### config.mk
export PLATFORM = sky130hd
export DESIGN_NAME = rbsf_scale
export DESIGN_NICKNAME = d
export VERILOG_FILES = /design/src/rtl/rbsf_pkg.sv /design/src/rtl/rbsf_scale.sv
export SDC_FILE = /design/constraint.sdc
export NUM_CORES = 2
export LEC_CHECK = 0
export BUFFER_PORTS_ARGS = -buffer_cell sky130_fd_sc_hd__buf_2
export CORE_ASPECT_RATIO = 1.25
export CORE_MARGIN = 4
export CORE_UTILIZATION = 26
export CTS_CLUSTER_DIAMETER = 100
export CTS_CLUSTER_SIZE = 28
export DETAILED_ROUTE_END_ITERATION = 8
export PLACE_DENSITY = 0.45
export SYNTH_ARGS = -nofsm -noshare
export SYNTH_HDL_FRONTEND = slang
export SYNTH_SLANG_ARGS = --single-unit
### constraint.sdc
create_clock -name clock -period 13.95 [get_ports clock]
set_input_delay 0.6975 -clock clock [delete_from_list [all_inputs] [get_ports clock]]
set_output_delay 0.6975 -clock clock [all_outputs]
set_load 0.03 [all_outputs]
### src/rtl/rbsf_pkg.sv
package rbsf_pkg;

   localparam int MAX_DIM_DEFAULT     = 1024;
   localparam int SAMPLE_BITS_DEFAULT = 24;

   localparam int FRAME_BITS     = 11;
   localparam int RADIUS_BITS    = 18;
   localparam int SIGMA_BITS     = 16;
   localparam int GAIN_BITS      = 16;
   localparam int INDEX_BITS     = 10;
   localparam int CSR_INDEX_BITS = 3;
   localparam int CSR_DATA_BITS  = 18;

   localparam int MASK_BITS   = 16;
   localparam int MASK_ONE    = 32768;
   localparam int FACTOR_BITS = 32;
   localparam int FACTOR_FRAC = 27;
   localparam int EXP_BITS    = 32;
   localparam int EXP_STEPS   = 16;
   localparam int GAUSS_LIMIT = 5 * 65536;
   localparam int T_BITS      = 19;
   localparam int U_SHIFT     = 17;
   localparam int RADIUS_FRAC = 16;

   typedef enum logic [CSR_INDEX_BITS-1:0] {
      CSR_FRAME_WIDTH    = 3'd0,
      CSR_FRAME_HEIGHT   = 3'd1,
      CSR_CENTER_RADIUS  = 3'd2,
      CSR_BAND_HALFWIDTH = 3'd3,
      CSR_SIGMA_INVERSE  = 3'd4,
      CSR_GAIN           = 3'd5,
      CSR_INVERT         = 3'd6
   } csr_index_type;

   typedef struct packed {
      logic [FRAME_BITS-1:0]  frame_width;
      logic [FRAME_BITS-1:0]  frame_height;
      logic [RADIUS_BITS-1:0] center_radius;
      logic [RADIUS_BITS-1:0] band_halfwidth;
      logic [SIGMA_BITS-1:0]  sigma_inverse;
      logic [GAIN_BITS-1:0]   gain;
      logic                   invert;
   } cfg_type;

   function automatic int root_bits(input int max_dim);
      return (2 * $clog2(max_dim + 1) + 18) / 2;
   endfunction

endpackage

### src/rtl/rbsf_scale.sv
module rbsf_scale #(
   parameter int SAMPLE_BITS = rbsf_pkg::SAMPLE_BITS_DEFAULT
) (
   input  logic                              clock,
   input  logic                              reset,
   input  logic                              advance,
   input  logic                              in_valid,
   input  logic [rbsf_pkg::FACTOR_BITS-1:0]  factor,
   input  logic [2*SAMPLE_BITS-1:0]          samples_in,
   output logic                              out_valid,
   output logic signed [SAMPLE_BITS-1:0]     real_out,
   output logic signed [SAMPLE_BITS-1:0]     imag_out,
   output logic                              saturated
);

   localparam int SB = SAMPLE_BITS;
   localparam int PB = SB + rbsf_pkg::FACTOR_BITS;
   localparam int RB = PB + 1;
   localparam int QB = RB - rbsf_pkg::FACTOR_FRAC;

   function automatic logic [SB-1:0] magnitude(input logic [SB-1:0] raw);
      return raw[SB-1] ? (~raw + 1'b1) : raw;
   endfunction

   function automatic logic [SB:0] round_sat(input logic [PB-1:0] prod, input logic neg);
      logic [RB-1:0] r;
      logic [QB-1:0] p, np;
      logic [QB-1:0] lim;
      r   = RB'(prod) + (RB'(1) << (rbsf_pkg::FACTOR_FRAC - 1));
      p   = r[RB-1:rbsf_pkg::FACTOR_FRAC];
      np  = ~p + 1'b1;
      lim = QB'(64'd1 << (SB - 1));
      if (neg) begin
         if (p > lim) return {1'b1, 1'b1, {(SB-1){1'b0}}};
         return {1'b0, np[SB-1:0]};
      end
      if (p > lim - 1'b1) return {1'b1, 1'b0, {(SB-1){1'b1}}};
      return {1'b0, p[SB-1:0]};
   endfunction

   logic [SB-1:0] raw_r, raw_i;
   logic [PB-1:0] prod_r_ff, prod_i_ff;
   logic          neg_r_ff, neg_i_ff, valid_p_ff;

   assign raw_r = samples_in[2*SB-1:SB];
   assign raw_i = samples_in[SB-1:0];

   always_ff @(posedge clock) begin
      if (advance) begin
         prod_r_ff <= PB'(magnitude(raw_r)) * PB'(factor);
         prod_i_ff <= PB'(magnitude(raw_i)) * PB'(factor);
         neg_r_ff  <= raw_r[SB-1];
         neg_i_ff  <= raw_i[SB-1];
      end
   end

   logic [SB:0] res_r, res_i;
   logic [SB-1:0] real_out_ff, imag_out_ff;
   logic          sat_ff, valid_o_ff;

   assign res_r = round_sat(prod_r_ff, neg_r_ff);
   assign res_i = round_sat(prod_i_ff, neg_i_ff);

   always_ff @(posedge clock) begin
      if (advance) begin
         real_out_ff <= res_r[SB-1:0];
         imag_out_ff <= res_i[SB-1:0];
         sat_ff      <= res_r[SB] | res_i[SB];
      end
   end

   always_ff @(posedge clock) begin
      if (reset) begin
         valid_p_ff <= 1'b0;
         valid_o_ff <= 1'b0;
      end else if (advance) begin
         valid_p_ff <= in_valid;
         valid_o_ff <= valid_p_ff;
      end
   end

   assign out_valid = valid_o_ff;
   assign real_out  = signed'(real_out_ff);
   assign imag_out  = signed'(imag_out_ff);
   assign saturated = sat_ff;

endmodule
==> impl_results.md <==
- Status: finished clean
- RSZ-0062 raised after global routing: no
- DIE HEIGHT: approximately 520 um
- Final WL: 172100 um
- CTS Buf Count: 17
- Post-synthesis mux area share: less than 1%
- Buffer type at the clock tree root: clkbuf_16
- Cts repair resizes: 0
- Critical Path AT: approximately 11 ns
- Asr flop ratio synth: 0%
- Post-Syn Nets: around 7900
- HP Start: reset
- Share of cells above drive strength 1: under 10%
- Final min period: approximately 11 ns
- First-pass GRT wire length: around 270000 um
- Fraction of the mapped netlist area in adder cells: between 50% and 60%
- Post-synth EDFFs: between 100 and 150
- Nets: around 7800
- Seq/Total Area, Yosys: 6.153%
- Depth of the CTS H-tree: 4
- Ports: 134
- Crit path max fanout: 32
- Cts hold-fix bufs: 0
- Syn Area/Cell: around 8.9 um^2
- Core ar.: ~0.21 mm^2
- Worst path depth: 31
- Clock sink count: 113
- Worst-path clk slew: about 0.06 ns
- Starting Density: a little over a quarter
- Tcrit/Tclk final: between 70% and 80%
- Num rows: between 150 and 200
- Post-Syn Area: between 0.05 and 0.06 mm^2
- Dpl hpwl: between 100000 and 150000 um
- Yosys cell types: 79
- Worst setup path endpoint: prod_i_ff[55]$_DFFE_PP_
- Dpl cell area: 0.05866 mm^2
- Crit Path Category: in2reg
- Initial antenna violation count: 7
- CTS tree: yes
- Port Buf Inserts: 133
- Total GRT Usage: between 10% and 20%
- Relative slew slack: between 30% and 40%
- Top cell by count, worst path: fa_1
- HP Class: in2reg
- Yosys reg bits: about 110
- Final setup TNS: 0 ns
- DR iter-0 viols: about 2100
- Least-Margin Pin Slew: between 1 and 1.5 ns
- DR vias: between 40000 and 50000
- Crit Reg-Reg Endpoint: saturated$_DFFE_PP_
- Skew final: 0.01161 ns
- Largest family of logic cells by synthesized area: adder cells
- Crit start category: input pin
- Most frequent cells in the layout: inv_1, fa_1, nand2_1, and2_1, ha_1
- Setup Viol. Count Final: 0
- Vias in the first global route: 44860
- Worst setup path start: samples_in[0]
- Post-route antenna net violation count: 0
- Fin. max-slew vios: 0
- Synthesized instance count: roughly 6000
- Critical Path End Type: flip-flop
- Drc violations: 0
- Post-CTS Setup Inserts: 0
- Post-synthesis compound-gate area fraction: around 5.2%
- Required @ worst endpoint: approximately 14 ns
- R2r setup slk: approximately 9 ns
- Remaining global-route overflow: 0
- Clock Path Buffers: 2
- Area Growth Syn to Fin: 8.008%
- Crit-path max cell delay: 0.63 ns
- Commonest non-fill, non-tap cell in the layout: inv_1
- Post-layout util: between 20 and 30%
- Reg2reg start: prod_r_ff[28]$_DFFE_PP_
- Via density: around 4.5
- GPL Wtd Cong: around 0.8
- Final Hold Viols: 0
- Synthesis Warnings: 0
- Ys flop type: edfxtp_1
- TritonRoute pass-1 iters: 5
- Final std cells w/o fill: 8837
- CP delay by family, top: adder cells
- Largest net degree at the start of global routing: 59
- Post-synthesis xor/xnor area fraction: 2.444%
- Simple-gate area share of the yosys netlist: between 15 and 20%
- Placed Instances: approximately 8800
- Crit-path slowest cell: or4_1
- Total of max-cap violations: 0
- Post-Layout Inst Area: between 0.05 and 0.06 mm^2
- Worst skew pair latency: ~0.47 ns
- Reg2Reg Depth: 8
- Wire length per cell: 19.48 um
- Die area: about 0.22 mm^2
- Number of buffers and inverters on the critical path: 4
- Max Fclk: between 90 and 100 MHz
- Die Wd: ~420 um
-- synth_stat cells (13+ instances only) --
cell type	n	area, um^2
edfxtp_1	111	3333
nand3_1	50	250.2
a21o_1	69	518.0
or3_1	19	118.9
nor2_1	102	382.9
o21ai_0	73	365.4
fa_1	1314	26310
xor2_1	50	437.9
mux2i_1	15	150.1
ha_1	364	4554
xnor2_1	103	902.1
nor2b_1	130	813.3
nand4_1	29	181.4
nand2b_1	24	150.1
inv_1	1389	5214
and3_1	20	125.1
clkbuf_1	337	1265
a31oi_1	21	131.4
nor3_1	39	195.2
o31ai_1	18	135.1
or4_1	17	127.6
nor4_1	13	81.33
a21oi_1	119	595.6
nand2_1	1122	4212
and2_1	436	2728
-- cells by family after synthesis --
family	after synthesis
buffers and inverters	1740
muxes	20
adders and majority gates	1678
and+or+nand+nor	2037
DFF	113
xor gates and xnor gates	153
AOI/OAI and AO/OA	431
-- layer usage --
layer  share of wire (%)  up-vias  global-route usage, %
met1                  41    21210                  19.93
met3                 3.2      205                  1.617
li1                    -    18030                      -
met4                 3.1        0                  4.457
met5                   0        -                      0
met2                  52      754                  29.84
-- cell type report --
cell class | count | area, um^2
Antenna cell | 3 | 7.507
Clock buffer | 19 | 432.9
Clock inverter | 12 | 118.9
Fill cell | 22550 | 150600
Inverter | 1391 | 5221
Multi-Input combinational cell | 4319 | 45250
Sequential cell | 113 | 3373
Tap cell | 2755 | 3447
Timing Repair Buffer | 225 | 1363
-- registers in the layout, summed over array words and instances (netlist names), 24 cells and up --
| signal | count |
|---|---|
| imag_out | 24 |
| prod_i_ff | 30 |
| prod_r_ff | 30 |
| real_out | 24 |
-- through the flow --
stage | hold WS (ns) | setup WS, ns
after floorplan | 0.4601 | 4.268
final | 0.4016 | 3.011
after detailed placement | 0.4830 | 2.404
after global routing | 0.3738 | 2.572
after CTS | 0.3572 | 2.908
after global placement | 0.4771 | 2.409
-- how the worst min path moves through the flow --
stage                                    to  depth (start not counted)
floorplan           valid_p_ff$_SDFFE_PP0P_                          2
global placement     out_valid$_SDFFE_PP0P_                          2
detailed placement   out_valid$_SDFFE_PP0P_                          2
CTS                 valid_p_ff$_SDFFE_PP0P_                          2
global route        valid_p_ff$_SDFFE_PP0P_                          2
finish              valid_p_ff$_SDFFE_PP0P_                          2
Power is not shown: default switching activity piles up to over one toggle a cycle in this logic, so the estimate is an artifact.
