--- src/rtl/rbsf_pkg.sv ---
package rbsf_pkg;

   localparam int MAX_DIM_DEFAULT     = 1024;
   localparam int SAMPLE_BITS_DEFAULT = 24;

   localparam int FRAME_BITS     = 11;
   localparam int RADIUS_BITS    = 18;
   localparam int SIGMA_BITS     = 16;
   localparam int GAIN_BITS      = 16;
   localparam int INDEX_BITS     = 10;
   localparam int CSR_INDEX_BITS = 3;
   localparam int CSR_DATA_BITS  = 18;

   localparam int MASK_BITS   = 16;
   localparam int MASK_ONE    = 32768;
   localparam int FACTOR_BITS = 32;
   localparam int FACTOR_FRAC = 27;
   localparam int EXP_BITS    = 32;
   localparam int EXP_STEPS   = 16;
   localparam int GAUSS_LIMIT = 5 * 65536;
   localparam int T_BITS      = 19;
   localparam int U_SHIFT     = 17;
   localparam int RADIUS_FRAC = 16;

   typedef enum logic [CSR_INDEX_BITS-1:0] {
      CSR_FRAME_WIDTH    = 3'd0,
      CSR_FRAME_HEIGHT   = 3'd1,
      CSR_CENTER_RADIUS  = 3'd2,
      CSR_BAND_HALFWIDTH = 3'd3,
      CSR_SIGMA_INVERSE  = 3'd4,
      CSR_GAIN           = 3'd5,
      CSR_INVERT         = 3'd6
   } csr_index_type;

   typedef struct packed {
      logic [FRAME_BITS-1:0]  frame_width;
      logic [FRAME_BITS-1:0]  frame_height;
      logic [RADIUS_BITS-1:0] center_radius;
      logic [RADIUS_BITS-1:0] band_halfwidth;
      logic [SIGMA_BITS-1:0]  sigma_inverse;
      logic [GAIN_BITS-1:0]   gain;
      logic                   invert;
   } cfg_type;

   function automatic int root_bits(input int max_dim);
      return (2 * $clog2(max_dim + 1) + 18) / 2;
   endfunction

endpackage

--- src/rtl/rbsf_radius.sv ---
module rbsf_radius #(
   parameter int MAX_DIM     = rbsf_pkg::MAX_DIM_DEFAULT,
   parameter int SAMPLE_BITS = rbsf_pkg::SAMPLE_BITS_DEFAULT,
   parameter int ROOT_BITS   = rbsf_pkg::root_bits(MAX_DIM)
) (
   input  logic                              clock,
   input  logic                              reset,
   input  logic                              advance,
   input  logic                              in_valid,
   input  logic [rbsf_pkg::INDEX_BITS-1:0]   column,
   input  logic [rbsf_pkg::INDEX_BITS-1:0]   row,
   input  logic [2*SAMPLE_BITS-1:0]          samples_in,
   input  rbsf_pkg::cfg_type                 cfg,
   output logic                              out_valid,
   output logic [ROOT_BITS-1:0]              radius,
   output logic [2*SAMPLE_BITS-1:0]          samples_out
);

   localparam int DIM_BITS = $clog2(MAX_DIM + 1);
   localparam int CW       = (DIM_BITS > rbsf_pkg::FRAME_BITS) ? DIM_BITS : rbsf_pkg::FRAME_BITS;
   localparam int SUM_BITS = ((DIM_BITS > rbsf_pkg::INDEX_BITS) ? DIM_BITS
                                                                : rbsf_pkg::INDEX_BITS) + 1;
   localparam int PB       = SUM_BITS + DIM_BITS;
   localparam int D2_BITS  = 2 * DIM_BITS + 1;
   localparam int V_BITS   = 2 * ROOT_BITS;
   localparam int REM_BITS = ROOT_BITS + 3;
   localparam int LAT      = SUM_BITS + 1 + ROOT_BITS;

   function automatic logic [DIM_BITS-1:0] clamp_size(input logic [rbsf_pkg::FRAME_BITS-1:0] s);
      logic [CW-1:0] se;
      se = CW'(s);
      if (s == '0) return DIM_BITS'(1);
      if (se > CW'(MAX_DIM)) return DIM_BITS'(MAX_DIM);
      return DIM_BITS'(se);
   endfunction

   logic [DIM_BITS-1:0] nx, ny, halfx, halfy;
   logic [SUM_BITS-1:0] sum_x, sum_y;

   assign nx    = clamp_size(cfg.frame_width);
   assign ny    = clamp_size(cfg.frame_height);
   assign halfx = nx >> 1;
   assign halfy = ny >> 1;
   assign sum_x = SUM_BITS'(column) + SUM_BITS'(halfx);
   assign sum_y = SUM_BITS'(row) + SUM_BITS'(halfy);

   logic [SUM_BITS-1:0] mx_ff [SUM_BITS];
   logic [SUM_BITS-1:0] my_ff [SUM_BITS];
   logic [SUM_BITS-1:0] mx_in [SUM_BITS];
   logic [SUM_BITS-1:0] my_in [SUM_BITS];

   for (genvar s = 0; s < SUM_BITS; s++) begin : g_mod
      localparam int K = SUM_BITS - 1 - s;
      logic [SUM_BITS-1:0] px, py;
      logic [PB-1:0]       subx, suby;
      if (s == 0) begin : g_first
         assign px = sum_x;
         assign py = sum_y;
      end else begin : g_next
         assign px = mx_ff[s-1];
         assign py = my_ff[s-1];
      end
      always_comb begin
         subx = PB'(nx) << K;
         suby = PB'(ny) << K;
         mx_in[s] = (PB'(px) >= subx) ? SUM_BITS'(PB'(px) - subx) : px;
         my_in[s] = (PB'(py) >= suby) ? SUM_BITS'(PB'(py) - suby) : py;
      end
      always_ff @(posedge clock) begin
         if (advance) begin
            mx_ff[s] <= mx_in[s];
            my_ff[s] <= my_in[s];
         end
      end
   end

   logic [DIM_BITS-1:0] rx, ry, mag_x, mag_y;
   logic [D2_BITS-1:0]  d2_in, d2_ff;

   always_comb begin
      rx    = DIM_BITS'(mx_ff[SUM_BITS-1]);
      ry    = DIM_BITS'(my_ff[SUM_BITS-1]);
      mag_x = (rx >= halfx) ? rx - halfx : halfx - rx;
      mag_y = (ry >= halfy) ? ry - halfy : halfy - ry;
      d2_in = D2_BITS'(mag_x) * D2_BITS'(mag_x) + D2_BITS'(mag_y) * D2_BITS'(mag_y);
   end

   always_ff @(posedge clock) begin
      if (advance) d2_ff <= d2_in;
   end

   logic [REM_BITS-1:0]  sr_rem_ff  [ROOT_BITS];
   logic [ROOT_BITS-1:0] sr_root_ff [ROOT_BITS];
   logic [V_BITS-1:0]    sr_v_ff    [ROOT_BITS];
   logic [REM_BITS-1:0]  sr_rem_in  [ROOT_BITS];
   logic [ROOT_BITS-1:0] sr_root_in [ROOT_BITS];

   for (genvar j = 0; j < ROOT_BITS; j++) begin : g_sqrt
      logic [REM_BITS-1:0]  prem, cur, trial;
      logic [ROOT_BITS-1:0] proot;
      logic [V_BITS-1:0]    pv;
      if (j == 0) begin : g_first
         assign prem  = '0;
         assign proot = '0;
         assign pv    = V_BITS'(d2_ff) << rbsf_pkg::RADIUS_FRAC;
      end else begin : g_next
         assign prem  = sr_rem_ff[j-1];
         assign proot = sr_root_ff[j-1];
         assign pv    = sr_v_ff[j-1];
      end
      always_comb begin
         cur   = {prem[REM_BITS-3:0], pv[V_BITS-1-2*j -: 2]};
         trial = REM_BITS'({proot, 2'b01});
         if (cur >= trial) begin
            sr_rem_in[j]  = cur - trial;
            sr_root_in[j] = {proot[ROOT_BITS-2:0], 1'b1};
         end else begin
            sr_rem_in[j]  = cur;
            sr_root_in[j] = {proot[ROOT_BITS-2:0], 1'b0};
         end
      end
      always_ff @(posedge clock) begin
         if (advance) begin
            sr_rem_ff[j]  <= sr_rem_in[j];
            sr_root_ff[j] <= sr_root_in[j];
            sr_v_ff[j]    <= pv;
         end
      end
   end

   logic                     valid_ff [LAT];
   logic [2*SAMPLE_BITS-1:0] samp_ff  [LAT];

   always_ff @(posedge clock) begin
      if (reset) begin
         for (int i = 0; i < LAT; i++) valid_ff[i] <= 1'b0;
      end else if (advance) begin
         valid_ff[0] <= in_valid;
         for (int i = 1; i < LAT; i++) valid_ff[i] <= valid_ff[i-1];
      end
   end

   always_ff @(posedge clock) begin
      if (advance) begin
         samp_ff[0] <= samples_in;
         for (int i = 1; i < LAT; i++) samp_ff[i] <= samp_ff[i-1];
      end
   end

   assign out_valid   = valid_ff[LAT-1];
   assign radius      = sr_root_ff[ROOT_BITS-1];
   assign samples_out = samp_ff[LAT-1];

endmodule

--- config.mk ---
export PLATFORM = sky130hd
export DESIGN_NAME = rbsf_radius
export DESIGN_NICKNAME = d
export VERILOG_FILES = /design/src/rtl/rbsf_pkg.sv /design/src/rtl/rbsf_radius.sv
export SDC_FILE = /design/constraint.sdc
export NUM_CORES = 2
export LEC_CHECK = 0
export BUFFER_PORTS_ARGS = -buffer_cell sky130_fd_sc_hd__buf_2
export CORE_UTILIZATION = 45
export DETAILED_ROUTE_END_ITERATION = 10
export PLACE_DENSITY_LB_ADDON = 0.08
export SYNTH_ARGS = -nofsm -noshare
export SYNTH_HDL_FRONTEND = slang
export SYNTH_SLANG_ARGS = --single-unit
--- constraint.sdc ---
create_clock -name clock -period 28.2 [get_ports clock]
set_clock_uncertainty 0.05 [all_clocks]
set_input_delay 2.82 -clock clock [delete_from_list [all_inputs] [get_ports clock]]
set_output_delay 2.82 -clock clock [all_outputs]
set_load 0.02 [all_outputs]
==> impl_metrics.env <==
export IMPL_hold_depth=0
export IMPL_timing_setup_critical_path_class="in -> reg"
export IMPL_placementRows=182
export IMPL_ys_top_cells_by_area="sky130_fd_sc_hd__edfxtp_1, sky130_fd_sc_hd__ha_1, sky130_fd_sc_hd__fa_1"
export IMPL_post_route_cells_drive_above_1_share_pct=11.0
export IMPL_result_of_the_run="finished clean"
export IMPL_synth_sequential_area_ratio_pct=71.1
export IMPL_maxClockFrequency_mhz=75.6
export IMPL_setup_viol_count_final=0
export IMPL_r2r_cells=27
export IMPL_highest_delay_cell_along_the_critical_path="sky130_fd_sc_hd__xor2_2"
export IMPL_grt_antenna_before_repair=5
export IMPL_final_hold_worst_slack_ns=0.288
export IMPL_timing_setup_tns_ns=0
export IMPL_ys_ff_latch=2630
export IMPL_avg_vias_per_cell=4.99
export IMPL_cts_made_buffers=301
export IMPL_design_final_nets=8372
export IMPL_postCtsResizedCells=0
export IMPL_worst_r2r_setup_slack_ns=18.11
export IMPL_kind_of_start_point_of_the_critical_path="input pin"
export IMPL_clk_path_buf_depth=4
export IMPL_critPathMaxStageDelay_ns=0.85
export IMPL_synthDominantAreaCellType="sky130_fd_sc_hd__edfxtp_1"
export IMPL_synth_avg_cell_area_sq_um=15.7
export IMPL_min_cycle_time_layout_ns=13.23
export IMPL_worst_skew_pair_latency_ns=0.94
export IMPL_hold_buffers=0
export IMPL_routedWlPerCell_microns=16.2
export IMPL_place_detailed_hpwl_microns=114000
export IMPL_initial_utilization_pct=45.2
export IMPL_rsz0062_at_grt="no"
export IMPL_totalWireLength_microns=177000
export IMPL_holdCritStartpoint="samp_ff[0][403]"
export IMPL_die_width_microns=499
export IMPL_grt_pass1_vias=56200
export IMPL_area_growth_syn_to_layout_pct=12.6
export IMPL_ys_dominant_reg_cell="sky130_fd_sc_hd__edfxtp_1"
export IMPL_yosys_warnings=0
export IMPL_grt_util_all_layers_pct=14.2
export IMPL_routed_via_count=54500
export IMPL_holdPathEnd="samp_ff[0][451]"
export IMPL_synth_distinct_cells=106
export IMPL_design_die_area_sq_um=249000
export IMPL_cts_root_buffer="sky130_fd_sc_hd__clkbuf_16"
export IMPL_grt_pass1_wl_microns=286000
export IMPL_slew_limit_headroom_pct=18.6
export IMPL_synth_area_sq_um=111000
export IMPL_cp_arrival_ns=13.80
export IMPL_yosys_area_top_type_share_pct=71.1
export IMPL_critPathCaptureType="flip-flop"
export IMPL_maximum_number_of_pins_on_one_net_before_global_route_repair=197
export IMPL_postCtsSetupRepairBufs=0
export IMPL_worst_slew_pin_transition_ns=1.22
export IMPL_ios=232
export IMPL_final_common_cell="sky130_fd_sc_hd__edfxtp_1"
export IMPL_synth_async_reset_ratio_pct=0
export IMPL_htree_num_levels=5
export IMPL_netlist_instances=7075
export IMPL_coreArea_sq_um=246000
export IMPL_synth_edf_count=2630
export IMPL_hp_class="reg -> reg"
export IMPL_tritoncts_clock_tree="built"
export IMPL_finalCritPeriodShare_pct=46.9
export IMPL_rr_endpoint="d2_ff[21]"
export IMPL_drt_first_iter_violations=3364
export IMPL_clock_transition_at_the_register_clock_pins_on_the_worst_setup_and_hold_paths_after_cts_ns=0.06
export IMPL_port_buffer_count=162
export IMPL_hold_viol_final=0
export IMPL_r2r_start="my_ff[2][37]"
export IMPL_drv_cap=0
export IMPL_dr_pass1_iters=5
export IMPL_remaining_global_route_overflow=0
export IMPL_cell_seen_most_often_among_critical_path_stages="sky130_fd_sc_hd__fa_1"
export IMPL_detail_route_drc_violations=0
export IMPL_gp_congestion=0.837
export IMPL_timing_critical_path_required_ns=28.77
export IMPL_worst_path_fanout_max=15
export IMPL_die_y_microns=499
export IMPL_final_cell_mix="sky130_fd_sc_hd__edfxtp_1, sky130_fd_sc_hd__inv_1, sky130_fd_sc_hd__ha_1"
export IMPL_slew_violations=0
export IMPL_clkSinkCount=2630
export IMPL_antenna_left=0
[worst max path at each step]
| stage | start | endpoint | depth (start not counted) |
|---|---|---|---|
| final | cfg[79] | d2_ff[21] | 29 |
| after global routing | cfg[79] | d2_ff[21] | 30 |
| after CTS | cfg[79] | d2_ff[21] | 29 |
| after detailed placement | cfg[79] | d2_ff[21] | 29 |
| after global placement | cfg[79] | d2_ff[21] | 30 |
| after floorplan | cfg[79] | d2_ff[22] | 32 |
[cell families after synthesis]
kind of cell	count (synthesis)	synth area share, %
AO/OA/AOI/OAI	1014	5.71
XOR/XNOR	391	3.10
adder cells (fa/ha/maj)	724	9.48
buffers and inverters	775	2.81
flip-flops	2630	71.1
multiplexers	158	1.56
other	1	0.00337
AND/OR/NAND/NOR	1382	6.27
[synth_stat cells (61+ instances only)]
| library cell | number |
|---|---|
| sky130_fd_sc_hd__a21o_1 | 120 |
| sky130_fd_sc_hd__a21oi_1 | 302 |
| sky130_fd_sc_hd__edfxtp_1 | 2630 |
| sky130_fd_sc_hd__fa_1 | 197 |
| sky130_fd_sc_hd__ha_1 | 527 |
| sky130_fd_sc_hd__inv_1 | 650 |
| sky130_fd_sc_hd__mux2_2 | 119 |
| sky130_fd_sc_hd__nand2_1 | 314 |
| sky130_fd_sc_hd__nand2b_1 | 96 |
| sky130_fd_sc_hd__nor2_1 | 392 |
| sky130_fd_sc_hd__nor2b_1 | 69 |
| sky130_fd_sc_hd__nor3_1 | 117 |
| sky130_fd_sc_hd__o21a_1 | 61 |
| sky130_fd_sc_hd__o21ai_0 | 276 |
| sky130_fd_sc_hd__xnor2_1 | 226 |
| sky130_fd_sc_hd__xor2_1 | 162 |
[cell type report]
type,count,area [sq um]
clock buffers,371,7920
inverters,656,2460
fillers,20200,121000
repair buffers,224,1380
clock inverters,143,1290
flip-flops and latches,2630,79000
multi-input cells,3672,29100
well taps,3220,4030
diodes,1,2.50
[metal layers]
| metal | global-route usage (%) | wire, microns | vias to the layer above |
|---|---|---|---|
| met2 | 24.1 | 86400 | 827 |
| met1 | 18.0 | 78500 | 26400 |
| met3 | 2.90 | 6990 | 365 |
| met5 | 0 | 16 | - |
| li1 | - | - | 26900 |
| met4 | 4.87 | 4750 | 2 |
[state kept, by name, summed over array words and instances, names as in the netlist]
register    flops
d2_ff          23
mx_ff         143
my_ff         143
samp_ff      1584
sr_rem_ff     362
sr_root_ff    208
sr_v_ff       134
valid_ff       33
[worst max-delay path: cells and delay by family]
family	cells	cell delay, ns
AOI/OAI and AO/OA	10	3.25
adders and majority gates	9	4.52
and+or+nand+nor	3	0.88
xor gates and xnor gates	2	0.93
buffers and inverters	5	1.30
[metrics by stage]
| step | utilization, % | cell area [sq um] | instances | worst slack [ns] |
|---|---|---|---|---|
| after detailed placement | 47.2 | 116000 | 10400 | 14.02 |
| after global routing | 50.9 | 125000 | 10900 | 14.52 |
| after floorplan | - | 111000 | 7077 | 16.12 |
| after CTS | 50.9 | 125000 | 10900 | 14.95 |
| final | 50.9 | 125000 | 10900 | 14.97 |
| after global placement | 47.2 | 116000 | 10400 | 14.07 |
Power is not shown: default switching activity piles up to over one toggle a cycle in this logic, so the estimate is an artifact.
